<file path="config.mk">
export PLATFORM = sky130hd
export DESIGN_NAME = postfix_expression_evaluator
export DESIGN_NICKNAME = d
export VERILOG_FILES = /design/src/pfx_pkg.sv /design/src/pfx_ram.sv /design/src/pfx_alu.sv /design/src/postfix_expression_evaluator.sv
export SDC_FILE = /design/constraint.sdc
export NUM_CORES = 2
export LEC_CHECK = 0
export BUFFER_PORTS_ARGS = -buffer_cell sky130_fd_sc_hd__buf_4
export CELL_PAD_IN_SITES_DETAIL_PLACEMENT = 2
export CELL_PAD_IN_SITES_GLOBAL_PLACEMENT = 2
export CORE_ASPECT_RATIO = 1.25
export CORE_MARGIN = 2
export CORE_UTILIZATION = 54
export DETAILED_ROUTE_END_ITERATION = 8
export PLACE_DENSITY = 0.88
export SYNTH_ARGS = -nofsm -noshare
export SYNTH_HDL_FRONTEND = slang
export SYNTH_SLANG_ARGS = --single-unit
</file>
<file path="constraint.sdc">
create_clock -name clk -period 17.29 [get_ports clk]
set_input_delay 1.729 -clock clk [delete_from_list [all_inputs] [get_ports clk]]
set_output_delay 1.729 -clock clk [all_outputs]
set_load 0.02 [all_outputs]
</file>
<file path="src/pfx_pkg.sv">
// Shared types, character codes and helper functions for the postfix evaluator.
// Used by pfx_alu and postfix_expression_evaluator; depends on nothing.
`default_nettype none

package pfx_pkg;

  localparam int DATA_W = 32;
  localparam int SYM_W  = 8;

  typedef logic [DATA_W-1:0] word_t;
  typedef logic [SYM_W-1:0]  sym_t;

  typedef enum logic [1:0] {
    ERR_NONE,
    ERR_UNDERFLOW,
    ERR_OVERFLOW,
    ERR_DIVZERO
  } err_t;

  typedef enum logic [1:0] {
    ALU_ADD,
    ALU_SUB,
    ALU_MUL,
    ALU_DIV
  } alu_op_t;

  typedef struct packed {
    logic    start;
    alu_op_t op;
  } alu_req_t;

  typedef struct packed {
    logic done;
    logic div_zero;
  } alu_rsp_t;

  localparam sym_t SYM_ZERO  = 8'h30;
  localparam sym_t SYM_NINE  = 8'h39;
  localparam sym_t SYM_PLUS  = 8'h2B;
  localparam sym_t SYM_MINUS = 8'h2D;
  localparam sym_t SYM_STAR  = 8'h2A;
  localparam sym_t SYM_SLASH = 8'h2F;

  localparam word_t EMPTY_POP = '1;

  function automatic logic is_digit(input sym_t sym);
    return sym inside {[SYM_ZERO:SYM_NINE]};
  endfunction

  function automatic logic is_arith(input sym_t sym);
    return sym inside {SYM_PLUS, SYM_MINUS, SYM_STAR, SYM_SLASH};
  endfunction

  function automatic alu_op_t sym_to_op(input sym_t sym);
    alu_op_t op;
    case (sym)
      SYM_MINUS: op = ALU_SUB;
      SYM_STAR:  op = ALU_MUL;
      SYM_SLASH: op = ALU_DIV;
      default:   op = ALU_ADD;
    endcase
    return op;
  endfunction

  // Keeps the first error of an expression.
  function automatic err_t note_error(input err_t cur, input err_t code);
    return (cur == ERR_NONE) ? code : cur;
  endfunction

endpackage

`default_nettype wire

</file>
<file path="src/pfx_ram.sv">
// Generic single-write, single-read RAM with a registered read port.
// Holds the operand stack; depends on nothing.
`default_nettype none

module pfx_ram #(
  parameter int  WIDTH = 32,
  parameter int  DEPTH = 64,
  localparam int AW    = $clog2(DEPTH)
) (
  input  wire logic             clk,
  input  wire logic             we,
  input  wire logic [AW-1:0]    waddr,
  input  wire logic [WIDTH-1:0] wdata,
  input  wire logic [AW-1:0]    raddr,
  output logic      [WIDTH-1:0] rdata
);

  logic [WIDTH-1:0] mem_r [DEPTH];
  logic [WIDTH-1:0] rdata_r;

  always_ff @(posedge clk) begin
    if (we) begin
      mem_r[waddr] <= wdata;
    end
    rdata_r <= mem_r[raddr];
  end

  assign rdata = rdata_r;

endmodule

`default_nettype wire

</file>
<file path="src/pfx_alu.sv">
// Shared arithmetic unit: one adder serves add, subtract, shift-add multiply
// and restoring divide at one bit per cycle. Depends on pfx_pkg.
`default_nettype none

module pfx_alu (
  input  wire logic              clk,
  input  wire logic              rst_n,
  input  wire pfx_pkg::alu_req_t req,
  input  wire pfx_pkg::word_t    op_a,
  input  wire pfx_pkg::word_t    op_b,
  output pfx_pkg::alu_rsp_t      rsp,
  output pfx_pkg::word_t         result
);
  import pfx_pkg::*;

  localparam int STEPS = DATA_W;
  localparam int CNT_W = $clog2(STEPS);

  logic             busy_r, busy_nxt;
  alu_op_t          op_r, op_nxt;
  logic [CNT_W-1:0] cnt_r, cnt_nxt;
  word_t            acc_r, acc_nxt;
  word_t            x_r, x_nxt;
  word_t            y_r, y_nxt;
  logic             neg_r, neg_nxt;
  word_t            res_r, res_nxt;
  logic             done_r, done_nxt;
  logic             dz_r, dz_nxt;

  logic [DATA_W+1:0] add_a, add_b, sum;
  logic              cin;
  word_t             mag_a, mag_b;

  assign mag_a = op_a[DATA_W-1] ? (word_t'(0) - op_a) : op_a;
  assign mag_b = op_b[DATA_W-1] ? (word_t'(0) - op_b) : op_b;

  always_comb begin
    if (!busy_r) begin
      add_a = {2'b00, op_a};
      add_b = (req.op == ALU_SUB) ? {2'b11, ~op_b} : {2'b00, op_b};
      cin   = (req.op == ALU_SUB);
    end else if (op_r == ALU_MUL) begin
      add_a = {2'b00, acc_r};
      add_b = {2'b00, x_r};
      cin   = 1'b0;
    end else begin
      add_a = {1'b0, acc_r, x_r[DATA_W-1]};
      add_b = ~{2'b00, y_r};
      cin   = 1'b1;
    end
    sum = add_a + add_b + {{(DATA_W+1){1'b0}}, cin};
  end

  always_comb begin
    logic  qbit;
    word_t quo;
    busy_nxt = busy_r;
    op_nxt   = op_r;
    cnt_nxt  = cnt_r;
    acc_nxt  = acc_r;
    x_nxt    = x_r;
    y_nxt    = y_r;
    neg_nxt  = neg_r;
    res_nxt  = res_r;
    dz_nxt   = dz_r;
    done_nxt = 1'b0;
    qbit     = ~sum[DATA_W+1];
    quo      = {x_r[DATA_W-2:0], qbit};
    if (!busy_r) begin
      if (req.start) begin
        op_nxt  = req.op;
        dz_nxt  = 1'b0;
        acc_nxt = '0;
        cnt_nxt = '0;
        case (req.op)
          ALU_ADD, ALU_SUB: begin
            res_nxt  = sum[DATA_W-1:0];
            done_nxt = 1'b1;
          end
          ALU_MUL: begin
            x_nxt    = op_a;
            y_nxt    = op_b;
            busy_nxt = 1'b1;
          end
          ALU_DIV: begin
            if (op_b == '0) begin
              res_nxt  = '0;
              dz_nxt   = 1'b1;
              done_nxt = 1'b1;
            end else begin
              x_nxt    = mag_a;
              y_nxt    = mag_b;
              neg_nxt  = op_a[DATA_W-1] ^ op_b[DATA_W-1];
              busy_nxt = 1'b1;
            end
          end
          default: ;
        endcase
      end
    end else begin
      cnt_nxt = cnt_r + CNT_W'(1);
      case (op_r)
        ALU_MUL: begin
          if (y_r[0]) begin
            acc_nxt = sum[DATA_W-1:0];
          end
          x_nxt   = x_r << 1;
          y_nxt   = y_r >> 1;
          res_nxt = y_r[0] ? sum[DATA_W-1:0] : acc_r;
        end
        ALU_DIV: begin
          acc_nxt = qbit ? sum[DATA_W-1:0] : {acc_r[DATA_W-2:0], x_r[DATA_W-1]};
          x_nxt   = quo;
          res_nxt = neg_r ? (word_t'(0) - quo) : quo;
        end
        default: ;
      endcase
      if (cnt_r == CNT_W'(STEPS - 1)) begin
        busy_nxt = 1'b0;
        done_nxt = 1'b1;
      end
    end
  end

  always_ff @(posedge clk) begin
    if (!rst_n) begin
      busy_r <= 1'b0;
      done_r <= 1'b0;
      dz_r   <= 1'b0;
      op_r   <= ALU_ADD;
      cnt_r  <= '0;
    end else begin
      busy_r <= busy_nxt;
      done_r <= done_nxt;
      dz_r   <= dz_nxt;
      op_r   <= op_nxt;
      cnt_r  <= cnt_nxt;
    end
    acc_r <= acc_nxt;
    x_r   <= x_nxt;
    y_r   <= y_nxt;
    neg_r <= neg_nxt;
    res_r <= res_nxt;
  end

  assign rsp.done     = done_r;
  assign rsp.div_zero = dz_r;
  assign result       = res_r;

  a_no_start_when_busy: assert property (@(posedge clk) disable iff (!rst_n)
    req.start |-> !busy_r)
    else $error("Operation started while the unit is busy.");

  a_done_single_pulse: assert property (@(posedge clk) disable iff (!rst_n)
    done_r |=> !done_r)
    else $error("Done lasted more than one cycle.");

  a_divzero_gives_zero: assert property (@(posedge clk) disable iff (!rst_n)
    (done_r && dz_r) |-> (res_r == '0 && op_r == ALU_DIV))
    else $error("Divide by zero did not give a zero quotient.");

endmodule

`default_nettype wire

</file>
<file path="src/postfix_expression_evaluator.sv">
// Top level of the postfix evaluator: sequencer, operand stack and result register.
// Depends on pfx_pkg, pfx_ram and pfx_alu.
`default_nettype none

// Each input word is one character of a postfix expression; in_last marks the final
// character, and only that word produces a result word (value and first error status).
// Words are taken one at a time. A digit is pushed onto the stack. An operator pops
// the right and then the left operand. For + - * / the shared adder computes a result,
// working one bit per cycle for * and / unless dividing by zero, and it is pushed;
// any other character only discards two operands. A pop that finds the stack empty
// skips the RAM read, gives all ones and records an underflow. A word with in_last set
// then reads the final value and loads the result register, waiting while an earlier
// result word still waits at the output. The stack RAM needs no clearing after reset.
module postfix_expression_evaluator #(
  parameter int STACK_DEPTH = 64
) (
  input  wire logic               clk,
  input  wire logic               rst_n,
  input  wire logic               in_valid,
  output logic                    in_ready,
  input  wire logic [7:0]         in_symbol,
  input  wire logic               in_last,
  output logic                    out_valid,
  input  wire logic               out_ready,
  output logic signed [31:0]      out_value,
  output logic        [1:0]       out_status
);
  import pfx_pkg::*;

  localparam int AW = $clog2(STACK_DEPTH);
  localparam int CW = $clog2(STACK_DEPTH + 1);

  typedef enum logic [3:0] {
    S_IDLE,
    S_POP_R,
    S_GET_R,
    S_POP_L,
    S_GET_L,
    S_EXEC,
    S_WAIT,
    S_PUSH,
    S_FIN_POP,
    S_FIN_GET,
    S_OUT
  } state_t;

  state_t        state_r, state_nxt;
  sym_t          sym_r, sym_nxt;
  logic          last_r, last_nxt;
  logic [CW-1:0] cnt_r, cnt_nxt;
  err_t          err_r, err_nxt;
  word_t         rhs_r, rhs_nxt;
  word_t         lhs_r, lhs_nxt;
  word_t         push_r, push_nxt;
  word_t         top_r, top_nxt;
  logic          out_valid_r, out_valid_nxt;
  word_t         out_value_r, out_value_nxt;
  err_t          out_status_r, out_status_nxt;

  logic          ram_we;
  logic [CW-1:0] rd_idx;
  word_t         ram_rdata;
  alu_req_t      alu_req;
  alu_rsp_t      alu_rsp;
  word_t         alu_result;
  logic          out_free;

  assign rd_idx   = cnt_r - CW'(1);
  assign out_free = !out_valid_r || out_ready;

  pfx_ram #(
    .WIDTH (DATA_W),
    .DEPTH (STACK_DEPTH)
  ) u_stack (
    .clk   (clk),
    .we    (ram_we),
    .waddr (cnt_r[AW-1:0]),
    .wdata (push_r),
    .raddr (rd_idx[AW-1:0]),
    .rdata (ram_rdata)
  );

  assign alu_req.start = (state_r == S_EXEC) && is_arith(sym_r);
  assign alu_req.op    = sym_to_op(sym_r);

  pfx_alu u_alu (
    .clk    (clk),
    .rst_n  (rst_n),
    .req    (alu_req),
    .op_a   (lhs_r),
    .op_b   (rhs_r),
    .rsp    (alu_rsp),
    .result (alu_result)
  );

  always_comb begin
    state_nxt      = state_r;
    sym_nxt        = sym_r;
    last_nxt       = last_r;
    cnt_nxt        = cnt_r;
    err_nxt        = err_r;
    rhs_nxt        = rhs_r;
    lhs_nxt        = lhs_r;
    push_nxt       = push_r;
    top_nxt        = top_r;
    out_valid_nxt  = out_valid_r && !out_ready;
    out_value_nxt  = out_value_r;
    out_status_nxt = out_status_r;
    ram_we         = 1'b0;
    case (state_r)
      S_IDLE: begin
        if (in_valid) begin
          sym_nxt  = in_symbol;
          last_nxt = in_last;
          if (is_digit(in_symbol)) begin
            push_nxt  = word_t'(in_symbol - SYM_ZERO);
            state_nxt = S_PUSH;
          end else begin
            state_nxt = S_POP_R;
          end
        end
      end
      S_POP_R: begin
        if (cnt_r == '0) begin
          rhs_nxt   = EMPTY_POP;
          err_nxt   = note_error(err_r, ERR_UNDERFLOW);
          state_nxt = S_POP_L;
        end else begin
          cnt_nxt   = rd_idx;
          state_nxt = S_GET_R;
        end
      end
      S_GET_R: begin
        rhs_nxt   = ram_rdata;
        state_nxt = S_POP_L;
      end
      S_POP_L: begin
        if (cnt_r == '0) begin
          lhs_nxt   = EMPTY_POP;
          err_nxt   = note_error(err_r, ERR_UNDERFLOW);
          state_nxt = S_EXEC;
        end else begin
          cnt_nxt   = rd_idx;
          state_nxt = S_GET_L;
        end
      end
      S_GET_L: begin
        lhs_nxt   = ram_rdata;
        state_nxt = S_EXEC;
      end
      S_EXEC: begin
        if (is_arith(sym_r)) begin
          state_nxt = S_WAIT;
        end else begin
          state_nxt = last_r ? S_FIN_POP : S_IDLE;
        end
      end
      S_WAIT: begin
        if (alu_rsp.done) begin
          push_nxt = alu_result;
          if (alu_rsp.div_zero) begin
            err_nxt = note_error(err_r, ERR_DIVZERO);
          end
          state_nxt = S_PUSH;
        end
      end
      S_PUSH: begin
        if (cnt_r == CW'(STACK_DEPTH)) begin
          err_nxt = note_error(err_r, ERR_OVERFLOW);
        end else begin
          ram_we  = 1'b1;
          cnt_nxt = cnt_r + CW'(1);
        end
        state_nxt = last_r ? S_FIN_POP : S_IDLE;
      end
      S_FIN_POP: begin
        if (cnt_r == '0) begin
          top_nxt   = EMPTY_POP;
          err_nxt   = note_error(err_r, ERR_UNDERFLOW);
          state_nxt = S_OUT;
        end else begin
          state_nxt = S_FIN_GET;
        end
      end
      S_FIN_GET: begin
        top_nxt   = ram_rdata;
        state_nxt = S_OUT;
      end
      S_OUT: begin
        if (out_free) begin
          out_valid_nxt  = 1'b1;
          out_value_nxt  = top_r;
          out_status_nxt = err_r;
          cnt_nxt        = '0;
          err_nxt        = ERR_NONE;
          state_nxt      = S_IDLE;
        end
      end
      default: state_nxt = S_IDLE;
    endcase
  end

  always_ff @(posedge clk) begin
    if (!rst_n) begin
      state_r     <= S_IDLE;
      cnt_r       <= '0;
      err_r       <= ERR_NONE;
      out_valid_r <= 1'b0;
    end else begin
      state_r     <= state_nxt;
      cnt_r       <= cnt_nxt;
      err_r       <= err_nxt;
      out_valid_r <= out_valid_nxt;
    end
    sym_r        <= sym_nxt;
    last_r       <= last_nxt;
    rhs_r        <= rhs_nxt;
    lhs_r        <= lhs_nxt;
    push_r       <= push_nxt;
    top_r        <= top_nxt;
    out_value_r  <= out_value_nxt;
    out_status_r <= out_status_nxt;
  end

  assign in_ready   = (state_r == S_IDLE);
  assign out_valid  = out_valid_r;
  assign out_value  = out_value_r;
  assign out_status = out_status_r;

  a_count_in_range: assert property (@(posedge clk) disable iff (!rst_n)
    cnt_r <= CW'(STACK_DEPTH))
    else $error("Stack count beyond the stack depth.");

  a_write_not_full: assert property (@(posedge clk) disable iff (!rst_n)
    ram_we |-> (cnt_r < CW'(STACK_DEPTH)))
    else $error("Stack written while full.");

  a_alu_done_in_wait: assert property (@(posedge clk) disable iff (!rst_n)
    alu_rsp.done |-> (state_r == S_WAIT))
    else $error("Arithmetic result arrived outside the wait state.");

  a_result_clears_state: assert property (@(posedge clk) disable iff (!rst_n)
    (state_r == S_OUT && out_free) |=>
      (out_valid_r && cnt_r == '0 && err_r == ERR_NONE && state_r == S_IDLE))
    else $error("Result word loaded without emptying the stack.");

endmodule

`default_nettype wire
</file>
==> results of run 1 <==
stage by stage:
| step | setup slack (ns) | hold WS [ns] | instance area [sq um] | cells |
|---|---|---|---|---|
| 2_1_floorplan | 11.88 | 0.4003 | 97730 | 5021 |
| 3_3_place_gp | 9.446 | 0.4024 | 101700 | 7315 |
cell families after synthesis:
group                    Yosys count  share of synthesized area [%]
AO/OA/AOI/OAI                    553                          3.445
XOR/XNOR                         149                          1.343
adder cells (fa/ha/maj)           42                         0.5531
buffers and inverters            323                          1.388
flip-flops                      2404                          73.29
multiplexers                     726                          16.06
AND/OR/NAND/NOR                  824                          3.922
==> results, run 1 <==
- Counting every net in the synthesized netlist gives 5076.
- Once detailed placement completed, the half-perimeter wirelength came to 226.9 mm.
- By area the synthesized netlist is led by sky130_fd_sc_hd__edfxtp_1 (72%), sky130_fd_sc_hd__mux4_2 (15%), sky130_fd_sc_hd__nand2_1 (1.2%), sky130_fd_sc_hd__dfxtp_1 (1.1%), sky130_fd_sc_hd__o21ai_0 (1.1%).
- The synthesized instance count is 5021.
- Of all flip-flops after synthesis, the portion carrying an async set or reset was 0%.
- The count of flip-flops with a built-in enable after synthesis is 2348.
- Once the floorplan was initialized, standard cells occupied 54.35% of the core.
- The tool reported: "[ERROR DPL-0033] detailed placement checks failed during check placement".
- The post-synthesis sequential area ratio is 73.29%.
- Input and output buffers added on the ports amount to 48.
- The synthesized cell area is 97730 sq um.
- The most common cell in the synthesized netlist is sky130_fd_sc_hd__edfxtp_1.
- The Yosys step of the flow raised 0 warnings.
- The number of primary I/O pins is 49.
- The average cell area after synthesis is 19.46 sq um.
- The run stopped with a tool error.
- The terminating stage of the flow is detailed placement.
- From bottom edge to top edge, the die measures 479.6 um.
- The register bit count reported by yosys is 2404.
- Sorting the synthesized cells by how often they occur yields sky130_fd_sc_hd__edfxtp_1 (2348), sky130_fd_sc_hd__mux4_2 (672), sky130_fd_sc_hd__nand2_1 (319).
- The final weighted congestion of routability-driven global placement is 0.9293.
- In this run, distinct cell masters in the synthesized netlist total 88.
- The biggest area contributor in the post-synthesis netlist is sky130_fd_sc_hd__edfxtp_1.
- The share of synthesized area in the top cell type comes to 72.15%.
- The most used flip-flop cell after synthesis is sky130_fd_sc_hd__edfxtp_1.
- After floorplanning, the core was divided into 174 placement rows.
- The width of the die is 384.5 um.
==> inputs of run 2 (changes only) <==
--- a/config.mk
+++ b/config.mk
@@ -6,13 +6,10 @@
 export NUM_CORES = 2
 export LEC_CHECK = 0
 export BUFFER_PORTS_ARGS = -buffer_cell sky130_fd_sc_hd__buf_4
-export CELL_PAD_IN_SITES_DETAIL_PLACEMENT = 2
-export CELL_PAD_IN_SITES_GLOBAL_PLACEMENT = 2
-export CORE_ASPECT_RATIO = 1.25
 export CORE_MARGIN = 2
-export CORE_UTILIZATION = 54
+export CORE_UTILIZATION = 40
 export DETAILED_ROUTE_END_ITERATION = 8
-export PLACE_DENSITY = 0.88
+export PLACE_DENSITY_LB_ADDON = 0.15
 export SYNTH_ARGS = -nofsm -noshare
 export SYNTH_HDL_FRONTEND = slang
 export SYNTH_SLANG_ARGS = --single-unit
==> results, run 2 <==
- The width of the die is 498.3 um (+30%).
- The share of the clock period used by the worst path is 44.71%.
- The setup TNS is 0 ns.
- The post-synthesis sequential area ratio came to 73.29% (unchanged).
- After the first detailed-routing iteration, the DRC count stood at 5467.
- The number of detailed-routing iterations run before antenna repair is 6.
- The synthesized cell area is 97730 sq um (unchanged).
- In this run the standard cell core region covers 243000 sq um.
- The number of remaining DRC errors is 0.
- The ratio of routed vias to standard cells is 5.833.
- The count of warnings emitted by yosys came to 0 (unchanged).
- The starting utilization of the core area is 40.22% (-14 points).
- The critical path data arrival time is 8.41 ns.
- The post-synthesis net count is 5076 (unchanged).
- The number of max-cap violations is 0.
- The number of primary I/O pins came to 49 (unchanged).
- The most frequently used flop master after synthesis is sky130_fd_sc_hd__edfxtp_1.
- The library cell used most frequently in the layout, excluding fill and tap cells, is sky130_fd_sc_hd__edfxtp_1.
- The static leakage is 33.37 nW.
- VDD sags by at most 148.9 uV.
- Global routing consumed, over all layers together, 21.67% of the routing resources.
- The final-report max-slew violation count was 0.
- The area enclosed by the die boundary is 248300 sq um.
- Global routing consumed, on the met3 layer, 3.147% of the routing resources.
- The average cell area after synthesis came to 19.46 sq um (unchanged).
- The final weighted congestion of routability-driven global placement is 0.9481 (+2.0%).
- For this design, the slowest cell found on the critical path is sky130_fd_sc_hd__nor2b_4.
- The total number of placement rows is 181 (+4.0%).
- The level count of the clock H-tree is 4.
- For met1 alone, demand over resource in global routing was 30.61%.
- Dividing the detail-routed wire length by the instance count gives 31.57 um.
- The final worst slack is 9.559 ns.
- For the pin with the worst max-slew slack, the measured transition is 1.217 ns.
- In the post-synthesis netlist, the biggest area contributors are sky130_fd_sc_hd__edfxtp_1 (72%), sky130_fd_sc_hd__mux4_2 (15%), sky130_fd_sc_hd__nand2_1 (1.2%), sky130_fd_sc_hd__dfxtp_1 (1.1%), sky130_fd_sc_hd__o21ai_0 (1.1%).
- The register with the most flip-flops in the layout has 2048 of them.
- Wires add up to 271.2 mm.
- The sink count of the clock tree is 2404.
- The number of clock buffers inserted by TritonCTS is 239.
- STA puts the critical path data required time at 17.97 ns.
- The fraction of final layout cells with drive strength greater than 1 is 25.05%.
- On the worst path, the slowest cell contributes a delay of 0.87 ns.
- The library cells used most frequently in the layout, excluding fill and tap cells, are sky130_fd_sc_hd__edfxtp_1 (2348), sky130_fd_sc_hd__mux4_2 (672), sky130_fd_sc_hd__nand2_1 (319), sky130_fd_sc_hd__clkbuf_16 (243), sky130_fd_sc_hd__o21ai_0 (211).
- Traced cell by cell, the critical path runs through nor2b_4 -> buf_4 -> nand2_1 -> o21ai_1 -> fa_1 -> nand3b_1 -> a2111oi_2 -> nor2_1 -> a21oi_2 -> o31ai_2 -> xnor2_4 -> buf_4 -> inv_2 -> ha_1 -> inv_1 -> nor4_1 -> nand3_1 -> nor2_1 -> nand3_1 -> o21ai_1 -> xnor2_1 -> o221ai_1 -> a32oi_1.
- Once the clock tree was built, the setup fixing pass inserted 0 buffers.
- At the placement stage, the worst setup path has a slack of 9.757 ns.
- The reg2reg setup slack is 9.56 ns.
- The count of final setup violators is 0.
- The fraction of registers with async set/reset is 0% (unchanged).
- In the final design database the tool counted 5227 nets.
- The final cell count without fillers is 8591.
- In this run the remaining antenna-violating nets after routing total 0.
- The maximum fanout encountered on the critical timing path is 63.
- The min-delay analysis places its worst path in the category reg -> reg.
- The synthesized instance count is 5021 (unchanged).
- The worst setup path is captured at a flip-flop.
- The run finished with clean final reports.
- The register ranked first by flip-flop count is u_stack.mem_r.
- The clock tree skew after final layout is 0.04027 ns.
- sky130_fd_sc_hd__edfxtp_1 takes more of the synthesized area than any other cell.
- After clock tree synthesis, the flow added hold-fix buffers numbering 0.
- The worst setup path is launched from a flip-flop.
- Entering global routing, the biggest net connects 148 pins.
- The headroom to the max-slew limit is 18.75%.
- For met2 alone, demand over resource in global routing was 35.19%.
- After clock tree synthesis, the repair step resized 0 gates.
- The leftover overflow at the end of global routing is 0.
- Setup repair after global routing left no endpoint under its margin.
- The timing-limited maximum frequency is 0.1294 GHz.
- The clock tree from TritonCTS is built.
- The count of flip-flops with a built-in enable after synthesis is 2348 (unchanged).
- The register bit count reported by yosys is 2404 (unchanged).
- The die extent in y was 498.3 um (+3.9%).
- The cell sitting at the root of the clock tree is a sky130_fd_sc_hd__clkbuf_16.
- The path type of the worst setup path is reg -> reg.
- By instance count, the leading cell after synthesis is sky130_fd_sc_hd__edfxtp_1.
- The unique cell type count in the Yosys netlist was 88 (unchanged).
- Detailed routing inserted a total of 50110 vias.
- The hold violation total from the final report is 0.
- The first global-routing pass estimated 383.8 mm of wire.
- The number of fill cells is 20530.
- The number of antenna violations at the first check in global routing is 28.
- The number of global-route vias before repair is 50160.
- The later pin in the worst-skew pair is clocked with a latency of 0.89 ns.
- By count the netlist is led by sky130_fd_sc_hd__edfxtp_1 (2348), sky130_fd_sc_hd__mux4_2 (672), sky130_fd_sc_hd__nand2_1 (319).
- The area share of the leading cell type in the synthesized netlist is 72.15% (unchanged).
- The relative area change from synthesis to final layout is 13.41%.
- The worst path needs 7.731 ns of the cycle, external delays included.
- The number of cells in the design after placement is 8133.
- The half-perimeter wire length of the detailed placement result was 159.5 mm (-30%).
- The layer with the highest usage is met2.
- The power density of the placed cells is 137.3 nW/um^2.
- The longest clock path from root to sink contains 3 buffers.
- The count of input and output buffers is 48 (unchanged).
- The clock transition time at the flip-flop clock pins of the worst setup and hold paths is 0.06 ns.
-- run 2: cell counts after synthesis --
Identical to the previous run, type by type.
-- run 2: worst paths after layout --
path | cells after the start | to | startpoint
worst min register to register | 0 | out_value[12] | top_r[12]
worst max-delay path | 23 | u_alu.result[30] | u_alu.op_r[1]
worst max register to register | 23 | u_alu.result[30] | u_alu.op_r[1]
worst min-delay path | 0 | out_value[12] | top_r[12]
-- run 2: worst max-delay path, delay by kind of cell, from the launching register on --
family,cells,cell delay [ns]
AND/OR/NAND/NOR,8,2.72
AO/OA/AOI/OAI,7,1.77
buffers and inverters,4,1.75
adder cells (fa/ha/maj),2,0.63
flip-flops,1,0.39
XOR/XNOR,2,0.23
-- run 2: cell type report --
class / count / area, sq um / share of cell area, %
diodes: 7 / 17.52 / 0.01580
clock buffers: 295 / 6406 / 5.780
clock inverters: 156 / 1713 / 1.545
inverters: 38 / 142.6 / 0.1287
multi-input cells: 2294 / 25370 / 22.89
flip-flops and latches: 2404 / 71640 / 64.64
well taps: 3202 / 4006 / 3.615
repair buffers: 195 / 1539 / 1.389
-- run 2: per-stage QoR --
stage          power (W)  instance area (sq um)  utilization (%)  hold slack, ns
3_5_place_dp    0.009994                 102700            42.26          0.4045
3_3_place_gp     0.01000                 102700            42.26          0.4015
4_1_cts          0.01536                 110800            45.60          0.4191
6_report         0.01522                 110800            45.61          0.4188
5_1_grt          0.01571                 110800            45.60          0.4264
2_1_floorplan   0.008753                  97730                -          0.4003
-- run 2: per-layer routing --
| metal | wire length [um] | up-vias |
|---|---|---|
| met5 | 28 | - |
| met4 | 7345 | 4 |
| met3 | 15880 | 381 |
| met2 | 130900 | 1766 |
| met1 | 117000 | 27110 |
| li1 | - | 20850 |
-- run 2: where the power goes --
group          switching, W  total (W)  internal, W
logic               0.00176    0.00320      0.00144
registers          0.000201    0.00665      0.00645
clock network       0.00223    0.00537      0.00314
-- run 2: cells by family after synthesis --
group / Yosys count / share of synthesized area (%)
flops: 2404 / 73.29
simple gates: 824 / 3.922
mux: 726 / 16.06
compound gates: 553 / 3.445
buf+inv: 323 / 1.388
xor+xnor: 149 / 1.343
fa+ha+maj: 42 / 0.5531
No activity file was read; power rests on OpenSTA's default activity.
